<file path="config.mk">
export PLATFORM = sky130hd
export DESIGN_NAME = c_integer_literal_parser
export DESIGN_NICKNAME = d
export VERILOG_FILES = /design/src/design/cilp_pkg.sv /design/src/design/cilp_step.sv /design/src/design/cilp_result.sv /design/src/design/c_integer_literal_parser.sv
export SDC_FILE = /design/constraint.sdc
export NUM_CORES = 1
export LEC_CHECK = 0
export BUFFER_PORTS_ARGS = -buffer_cell sky130_fd_sc_hd__buf_2
export CAP_MARGIN = 20
export CELL_PAD_IN_SITES_DETAIL_PLACEMENT = 0
export CELL_PAD_IN_SITES_GLOBAL_PLACEMENT = 1
export CORE_MARGIN = 3
export CORE_UTILIZATION = 40
export CTS_CLUSTER_SIZE = 10
export DETAILED_ROUTE_END_ITERATION = 8
export PLACE_DENSITY_LB_ADDON = 0.1
export SLEW_MARGIN = 20
export SYNTH_ARGS = -nofsm -noshare
export SYNTH_HDL_FRONTEND = slang
export SYNTH_HIERARCHICAL = 1
export SYNTH_SLANG_ARGS = --single-unit
</file>
<file path="constraint.sdc">
create_clock -name clock -period 14.75 [get_ports clock]
set_input_delay 1.475 -clock clock [delete_from_list [all_inputs] [get_ports clock]]
set_output_delay 1.475 -clock clock [all_outputs]
set_load 0.05 [all_outputs]
</file>
<file path="src/design/cilp_pkg.sv">
// ----------------------------------------------------------------------------
// cilp_pkg
// Types and constants shared by the C integer literal parser modules.
// ----------------------------------------------------------------------------
package cilp_pkg;

   // Parser phase, one-hot.
   typedef enum logic [5:0] {
      PH_START  = 6'b000001,
      PH_ZERO   = 6'b000010,
      PH_HEXPFX = 6'b000100,
      PH_DIGITS = 6'b001000,
      PH_SUFFIX = 6'b010000,
      PH_FAULT  = 6'b100000
   } phase_type;

   typedef enum logic [1:0] {
      RX_DEC = 2'd0,
      RX_OCT = 2'd1,
      RX_HEX = 2'd2
   } radix_type;

   typedef enum logic [2:0] {
      ERR_OK     = 3'd0,
      ERR_DIGIT  = 3'd1,
      ERR_OVF    = 3'd2,
      ERR_JUNK   = 3'd3,
      ERR_NOTYPE = 3'd4
   } err_type;

   typedef enum logic [1:0] {
      PEND_NONE  = 2'd0,
      PEND_LOWER = 2'd1,
      PEND_UPPER = 2'd2
   } pend_type;

   typedef enum logic {
      CSR_INT_WIDTH  = 1'b0,
      CSR_LONG_WIDTH = 1'b1
   } csr_index_type;

   // Suffix flag bits.
   localparam logic [2:0] SF_U  = 3'b001;
   localparam logic [2:0] SF_L  = 3'b010;
   localparam logic [2:0] SF_LL = 3'b100;

   // Result type codes.
   localparam logic [2:0] TY_INT   = 3'd0;
   localparam logic [2:0] TY_UINT  = 3'd1;
   localparam logic [2:0] TY_LONG  = 3'd2;
   localparam logic [2:0] TY_ULONG = 3'd3;
   localparam logic [2:0] TY_LL    = 3'd4;
   localparam logic [2:0] TY_ULL   = 3'd5;

   localparam logic [5:0] INT_WIDTH_RESET  = 6'd32;
   localparam logic [6:0] LONG_WIDTH_RESET = 7'd64;

   typedef struct packed {
      phase_type  phase;
      radix_type  radix;
      logic [63:0] acc;
      logic [2:0] suffix;
      pend_type   pending;
      err_type    err;
   } token_type;

   localparam token_type TOKEN_RESET = '{
      phase:   PH_START,
      radix:   RX_DEC,
      acc:     64'd0,
      suffix:  3'b000,
      pending: PEND_NONE,
      err:     ERR_OK
   };

   typedef struct packed {
      logic [63:0] value;
      logic [2:0]  type_code;
      err_type     err;
   } result_type;

endpackage

</file>
<file path="src/design/cilp_step.sv">
// ----------------------------------------------------------------------------
// cilp_step
// Advances the token state by one character: prefix, digit and suffix rules.
// ----------------------------------------------------------------------------
module cilp_step (
   input  cilp_pkg::token_type cur,
   input  logic [7:0]          char_code,
   output cilp_pkg::token_type nxt
);
   import cilp_pkg::*;

   logic [4:0]  digit;
   logic [4:0]  base;
   logic [67:0] prod;
   logic [67:0] sum;
   logic        run_digit;
   logic        run_suffix;
   logic        skip;
   logic [7:0]  same;

   // Digit value 0..15, or 16 when the character is no digit at all.
   always_comb begin
      if (char_code >= "0" && char_code <= "9") begin
         digit = 5'(char_code - "0");
      end else if (char_code >= "a" && char_code <= "f") begin
         digit = 5'(char_code - "a" + 8'd10);
      end else if (char_code >= "A" && char_code <= "F") begin
         digit = 5'(char_code - "A" + 8'd10);
      end else begin
         digit = 5'd16;
      end
   end

   // Constant-base multiply as shifts; the top four bits catch a carry past 64 bits.
   always_comb begin
      case (cur.radix)
         RX_OCT: begin
            base = 5'd8;
            prod = {4'd0, cur.acc} << 3;
         end
         RX_HEX: begin
            base = 5'd16;
            prod = {4'd0, cur.acc} << 4;
         end
         default: begin
            base = 5'd10;
            prod = ({4'd0, cur.acc} << 3) + ({4'd0, cur.acc} << 1);
         end
      endcase
      sum = prod + {63'd0, digit};
   end

   always_comb begin
      nxt        = cur;
      run_digit  = 1'b0;
      run_suffix = 1'b0;
      skip       = 1'b0;
      same       = "l";

      case (cur.phase)
         PH_START: begin
            if (char_code == "0") begin
               nxt.radix = RX_OCT;
               nxt.acc   = 64'd0;
               nxt.phase = PH_ZERO;
            end else if (char_code >= "1" && char_code <= "9") begin
               nxt.radix = RX_DEC;
               nxt.acc   = {56'd0, char_code - "0"};
               nxt.phase = PH_DIGITS;
            end else begin
               nxt.err   = ERR_DIGIT;
               nxt.phase = PH_FAULT;
            end
         end
         PH_ZERO: begin
            if (char_code == "x" || char_code == "X") begin
               nxt.radix = RX_HEX;
               nxt.phase = PH_HEXPFX;
            end else begin
               run_digit = 1'b1;
            end
         end
         PH_HEXPFX: begin
            if (digit != 5'd16) begin
               run_digit = 1'b1;
            end else begin
               nxt.err   = ERR_DIGIT;
               nxt.phase = PH_FAULT;
            end
         end
         PH_DIGITS: begin
            run_digit = 1'b1;
         end
         PH_SUFFIX: begin
            if (digit != 5'd16) begin
               nxt.err   = ERR_JUNK;
               nxt.phase = PH_FAULT;
            end else begin
               run_suffix = 1'b1;
            end
         end
         default: begin
         end
      endcase

      if (run_digit) begin
         if (digit == 5'd16) begin
            nxt.phase  = PH_SUFFIX;
            run_suffix = 1'b1;
         end else if (digit >= base) begin
            nxt.err   = ERR_DIGIT;
            nxt.phase = PH_FAULT;
         end else if (sum[67:64] != 4'd0) begin
            nxt.err   = ERR_OVF;
            nxt.phase = PH_FAULT;
         end else begin
            nxt.acc   = sum[63:0];
            nxt.phase = PH_DIGITS;
         end
      end

      if (run_suffix) begin
         // A waiting l either pairs with a matching l into ll, or stands alone.
         if (nxt.pending != PEND_NONE) begin
            same        = (nxt.pending == PEND_LOWER) ? "l" : "L";
            nxt.pending = PEND_NONE;
            if (char_code == same) begin
               nxt.suffix = nxt.suffix | SF_LL;
               skip       = 1'b1;
            end else begin
               nxt.suffix = nxt.suffix | SF_L;
            end
         end
         if (!skip) begin
            if (char_code == "u" || char_code == "U") begin
               if ((nxt.suffix & SF_U) != 3'b000) begin
                  nxt.err   = ERR_JUNK;
                  nxt.phase = PH_FAULT;
               end else begin
                  nxt.suffix = nxt.suffix | SF_U;
               end
            end else if (char_code == "l" || char_code == "L") begin
               if ((nxt.suffix & (SF_L | SF_LL)) != 3'b000) begin
                  nxt.err   = ERR_JUNK;
                  nxt.phase = PH_FAULT;
               end else begin
                  nxt.pending = (char_code == "l") ? PEND_LOWER : PEND_UPPER;
               end
            end else begin
               nxt.err   = ERR_JUNK;
               nxt.phase = PH_FAULT;
            end
         end
      end
   end

endmodule

</file>
<file path="src/design/cilp_result.sv">
// ----------------------------------------------------------------------------
// cilp_result
// Closes a token: final error check and choice of the smallest fitting type.
// ----------------------------------------------------------------------------
module cilp_result (
   input  cilp_pkg::token_type  tok,
   input  logic [5:0]           int_width,
   input  logic [6:0]           long_width,
   output cilp_pkg::result_type res
);
   import cilp_pkg::*;

   logic [6:0] iw;
   logic [6:0] lw;
   logic [2:0] flags;
   logic       sgn_ok;
   logic       uns_ok;
   logic       has_l;
   logic       has_ll;
   logic       found;
   logic [2:0] ty;
   err_type    err;

   // True when v fits in w unsigned bits.
   function automatic logic fits(input logic [63:0] v, input logic [6:0] w);
      return (w >= 7'd64) ? 1'b1 : ((v >> w) == 64'd0);
   endfunction

   always_comb begin
      // Widths are clamped into their legal ranges.
      if (int_width < 6'd16) begin
         iw = 7'd16;
      end else if (int_width > 6'd32) begin
         iw = 7'd32;
      end else begin
         iw = {1'b0, int_width};
      end
      if (long_width < 7'd32) begin
         lw = 7'd32;
      end else if (long_width > 7'd64) begin
         lw = 7'd64;
      end else begin
         lw = long_width;
      end

      flags  = tok.suffix | ((tok.pending != PEND_NONE) ? SF_L : 3'b000);
      sgn_ok = (flags & SF_U) == 3'b000;
      uns_ok = !sgn_ok || (tok.radix != RX_DEC);
      has_l  = (flags & SF_L) != 3'b000;
      has_ll = (flags & SF_LL) != 3'b000;

      found = 1'b1;
      if (!has_l && !has_ll && sgn_ok && fits(tok.acc, iw - 7'd1)) begin
         ty = TY_INT;
      end else if (!has_l && !has_ll && uns_ok && fits(tok.acc, iw)) begin
         ty = TY_UINT;
      end else if (!has_ll && sgn_ok && fits(tok.acc, lw - 7'd1)) begin
         ty = TY_LONG;
      end else if (!has_ll && uns_ok && fits(tok.acc, lw)) begin
         ty = TY_ULONG;
      end else if (sgn_ok && !tok.acc[63]) begin
         ty = TY_LL;
      end else if (uns_ok) begin
         ty = TY_ULL;
      end else begin
         ty    = TY_INT;
         found = 1'b0;
      end

      err = tok.err;
      if (err == ERR_OK && tok.phase == PH_HEXPFX) begin
         err = ERR_DIGIT;
      end
      if (err == ERR_OK && !found) begin
         err = ERR_NOTYPE;
      end

      res.err = err;
      if (err == ERR_OK) begin
         res.value     = tok.acc;
         res.type_code = ty;
      end else begin
         res.value     = 64'd0;
         res.type_code = TY_INT;
      end
   end

endmodule

</file>
<file path="src/design/c_integer_literal_parser.sv">
// ----------------------------------------------------------------------------
// c_integer_literal_parser
// Parses C integer constants one character per beat and returns the value,
// its C type and an error code on the last character of each token.
// ----------------------------------------------------------------------------
//
//   Port group  Dir  Payload                                   Beat
//   req_        in   tdata[7:0] char_code, tlast last_char     one character
//   rsp_        out  tdata[63:0] literal_value,                one per token
//                    tuser[2:0] type_code, tuser[5:3] error_code
//   csr_        in   index 0 int_width, 1 long_width, data     one register
//
// One character is taken every cycle while no last character is stalled. A
// character is registered, then the next-state and type logic runs into the
// result register, which is loaded when the token's last character moves on
// out of the character register.
// Reset clears the token state and sets int_width to 32 and long_width to 64.
// When a result is held by rsp_tready low, a last character waiting behind it
// stalls; characters that are not last keep flowing.
// ----------------------------------------------------------------------------
module c_integer_literal_parser (
   input  logic        clock,
   input  logic        reset,
   input  logic        req_tvalid,
   output logic        req_tready,
   input  logic [7:0]  req_tdata,   // [7:0] char_code
   input  logic        req_tlast,
   output logic        rsp_tvalid,
   input  logic        rsp_tready,
   output logic [63:0] rsp_tdata,   // [63:0] literal_value
   output logic [5:0]  rsp_tuser,   // [2:0] type_code, [5:3] error_code
   input  logic        csr_valid,
   output logic        csr_ready,
   input  cilp_pkg::csr_index_type csr_index,
   input  logic [6:0]  csr_data
);
   import cilp_pkg::*;

   logic [5:0] iw_ff, iw_in;
   logic [6:0] lw_ff, lw_in;

   logic       s1_valid_ff, s1_valid_in;
   logic [7:0] s1_char_ff, s1_char_in;
   logic       s1_last_ff, s1_last_in;

   token_type  tok_ff, tok_in;
   token_type  tok_step;
   result_type res;

   logic        rsp_valid_ff, rsp_valid_in;
   result_type  rsp_ff, rsp_in;
   logic        advance;

   cilp_step u_step (
      .cur       (tok_ff),
      .char_code (s1_char_ff),
      .nxt       (tok_step)
   );

   cilp_result u_result (
      .tok        (tok_step),
      .int_width  (iw_ff),
      .long_width (lw_ff),
      .res        (res)
   );

   // A last character moves on only when the result register can take it.
   assign advance    = s1_valid_ff && (!s1_last_ff || !rsp_valid_ff || rsp_tready);
   assign req_tready = !s1_valid_ff || advance;
   assign csr_ready  = 1'b1;

   always_comb begin
      iw_in = iw_ff;
      lw_in = lw_ff;
      if (csr_valid) begin
         case (csr_index)
            CSR_INT_WIDTH:  iw_in = csr_data[5:0];
            CSR_LONG_WIDTH: lw_in = csr_data;
            default: begin
            end
         endcase
      end

      s1_valid_in = s1_valid_ff;
      s1_char_in  = s1_char_ff;
      s1_last_in  = s1_last_ff;
      if (req_tready) begin
         s1_valid_in = req_tvalid;
         s1_char_in  = req_tdata;
         s1_last_in  = req_tlast;
      end

      tok_in = tok_ff;
      if (advance) begin
         tok_in = s1_last_ff ? TOKEN_RESET : tok_step;
      end

      rsp_valid_in = rsp_valid_ff && !rsp_tready;
      rsp_in       = rsp_ff;
      if (advance && s1_last_ff) begin
         rsp_valid_in = 1'b1;
         rsp_in       = res;
      end
   end

   always_ff @(posedge clock) begin
      if (reset) begin
         iw_ff        <= INT_WIDTH_RESET;
         lw_ff        <= LONG_WIDTH_RESET;
         s1_valid_ff  <= 1'b0;
         tok_ff       <= TOKEN_RESET;
         rsp_valid_ff <= 1'b0;
      end else begin
         iw_ff        <= iw_in;
         lw_ff        <= lw_in;
         s1_valid_ff  <= s1_valid_in;
         tok_ff       <= tok_in;
         rsp_valid_ff <= rsp_valid_in;
      end
   end

   always_ff @(posedge clock) begin
      s1_char_ff <= s1_char_in;
      s1_last_ff <= s1_last_in;
      rsp_ff     <= rsp_in;
   end

   assign rsp_tvalid = rsp_valid_ff;
   assign rsp_tdata  = rsp_ff.value;
   assign rsp_tuser  = {rsp_ff.err, rsp_ff.type_code};

endmodule

</file>
==> impl_metrics.py <==
metrics = {
    "drt": {
        "viasPerCell": 6.65,
        "wl_per_cell_um": 25.4,
        "ant_nets": 0,
        "first_pass_iters": 5,
        "drcViolationCount": 0,
        "drt_wl_total_um": 97300,
        "drt_iter0_drc": 2449,
        "num_vias": 25517,
    },
    "floorplanning": {
        "rows": 89,
        "start_util": 0.406,
        "die_area_mm2": 0.0631,
        "core_area_mm2": 0.0592,
        "die_h_um": 251,
        "die_w_um": 251,
        "ioPinCount": 95,
    },
    "placed_design": {
        "post-dp-hpwl_um": 72500,
        "io_buffer_count": 93,
        "place_area_mm2": 0.0248,
        "gp_congestion": 0.960,
        "place_ws_ps": 4360,
    },
    "logic_synthesis": {
        "synth-edff-count": 79,
        "post-synth-top-count-cell": "nand2_1",
        "synth_top_area_frac": 0.0986,
        "yosysTopAreaCell": "edfxtp_1",
        "syn-instance-count": 3125,
        "netlist_top_cells_area": "edfxtp_1 9.9%, mux2i_1 8.2%, dfxtp_1 7.9%, nand2_1 5.7%, a21oi_1 4.5%",
        "netlist_area_mm2": 0.0241,
        "yosysWarnings": 6,
        "ys_types": 124,
        "ys.flop_type": "dfxtp_1",
        "ys_seq_area_frac": 0.178,
        "synthArstFlopShare": 0,
        "syn_avg_cell_area_um2": 7.70,
        "synth_seq_cells": 174,
        "syn_nets": 3231,
        "synth_commonest_cells": "365 x nand2_1, 227 x nor2_1, 214 x a21oi_1",
    },
    "cts": {
        "cts_setup_buffers": 0,
        "htree_levels": 4,
        "path_clk_slew_ps": 80,
        "cts_hold_buffers": 0,
        "worstSkewPairLatency_ps": 510,
        "clock_sinks": 174,
        "cts_made_buffers": 17,
        "post_cts_resized": 0,
        "cts_buffer_depth": 2,
        "tritoncts": "done",
        "root_buffer": "clkbuf_16",
    },
    "sta": {
        "setup_ws_ps": 4130,
        "hold_viol": 0,
        "post-route-period-util": 0.720,
        "period_needed_ps": 10620,
        "max_slew_margin": 0.260,
        "timing.fmax_ghz": 0.0942,
        "setup_violations": 0,
        "report.final.slew_viol_count": 0,
        "clock_skew_ps": 28.4,
        "rsz0062_at_grt": "no",
        "fin_setup_tns_ps": 0,
        "worstMarginPinSlew_ps": 1080,
    },
    "flow_run": {
        "drv_cap": 0,
    },
    "final_layout": {
        "syn_to_final_growth_pct": 5.89,
        "design_area_mm2": 0.0255,
        "nNetsFinal": 3154,
        "drive_above_1_share": 0.123,
    },
    "worst_setup_path": {
        "cp_max_fo": 51,
        "slowest_delay_ps": 740,
        "required_ps": 15110,
        "slowest_stage": "buf_4",
        "end_kind": "register",
        "startpoint_type": "register",
        "cp_common_cell": "buf_4",
        "crit_arrival_ps": 10970,
        "crit_type": "register to register",
    },
    "power": {
        "power_leakage_nw": 9.70,
        "p_total_w": 0.00110,
        "cellPowerDensity_mw_per_mm2": 43.2,
        "peakVddDrop_v": 0.0000864,
    },
    "global_routing": {
        "gr-total-overflow": 0,
        "grt_usage": 0.298,
        "grt_max_degree": 91,
        "grt_pass1_wl_um": 148000,
        "antenna_found_initial": 3,
        "grt_pass1_vias": 23869,
    },
    "run_status": {
        "status": "complete, no violations",
    },
    "worst_hold_path": {
        "min_path_type": "register to register",
    },
}
==> where the power goes <==
group          switching, W  leakage (nW)  internal [W]  total [W]
logic             0.0000691          7.84     0.0000290  0.0000981
registers         0.0000106          1.57      0.000509   0.000520
clock network      0.000239         0.293      0.000244   0.000484
==> metal layers <==
metal,vias to the layer above,part of all wire,GRT usage
met5,-,0.00028,0
met4,4,0.029,0.0928
met3,144,0.065,0.0471
met2,1040,0.45,0.471
met1,12495,0.46,0.416
li1,11834,-,-
==> state kept, by name, indices dropped and copies added, names as in the netlist <==
signal	count
rsp_tdata	64
s1_valid_ff	1
lw_ff	7
tok_ff	80
s1_char_ff	8
rsp_tuser	6
iw_ff	6
s1_last_ff	1
rsp_tvalid	1
==> layout make-up <==
type	count	area, µm²
fillers	6128	33800
repair buffers	180	1140
well taps	773	967
inverters	53	201
flip-flops and latches	174	4270
multi-input cells	2622	18300
clock buffers	17	425
clock inverters	15	183
diodes	1	2.50
==> path summary, 6_finish.rpt <==
| path | from | end | slack, ps | cells after the start |
|---|---|---|---|---|
| max reg2reg | s1_char_ff[4]$_DFFE_PP_ | rsp_tdata[48]$_DFFE_PP_ | 4130 | 31 |
| max | s1_char_ff[4]$_DFFE_PP_ | rsp_tdata[48]$_DFFE_PP_ | 4130 | 31 |
| min reg2reg | tok_ff[0]$_SDFFE_PP0P_ | tok_ff[0]$_SDFFE_PP0P_ | 480 | 1 |
| min | tok_ff[0]$_SDFFE_PP0P_ | tok_ff[0]$_SDFFE_PP0P_ | 480 | 1 |
==> metrics by stage <==
step / hold slack, ps / util / cells
2_1_floorplan: 435 / - / 3125
3_3_place_gp: 450 / 0.419 / 3801
3_5_place_dp: 456 / 0.419 / 3801
4_1_cts: 478 / 0.430 / 3833
5_1_grt: 506 / 0.430 / 3834
6_report: 481 / 0.430 / 3835
==> worst max-delay path: cells and delay by family (launching register included) <==
family / cells / cell delay (ps)
simple gates: 12 / 4370
compound gates: 11 / 2250
buf+inv: 3 / 1350
mux: 3 / 1070
fa+ha+maj: 2 / 760
flops: 1 / 580
==> logic make-up (layout without fill, tap and decap cells) <==
| family | Yosys count | after routing | share of synthesized area |
|---|---|---|---|
| xor gates and xnor gates | 87 | 87 | 0.0320 |
| adders and majority gates | 84 | 84 | 0.0443 |
| muxes | 263 | 263 | 0.125 |
| other | 1 | 2 | 0.000156 |
| DFF | 174 | 174 | 0.178 |
| AOI/OAI and AO/OA | 983 | 983 | 0.294 |
| and+or+nand+nor | 1204 | 1204 | 0.261 |
| buffers and inverters | 329 | 265 | 0.0659 |
==> layout by cell type, fill, tap and decap left out, types with 80 or more instances in the layout <==
cell | Yosys | final
nor2_1 | 227 | 226
nor3_1 | 115 | 114
nand2_1 | 365 | 365
buf_4 | 16 | 86
a21oi_1 | 214 | 214
mux2i_1 | 198 | 196
a22o_1 | 86 | 86
ha_1 | 82 | 80
buf_2 | 80 | 93
o21ai_0 | 131 | 131
and2_1 | 88 | 88
dfxtp_1 | 95 | 95
(Power assumes the default switching activity.)
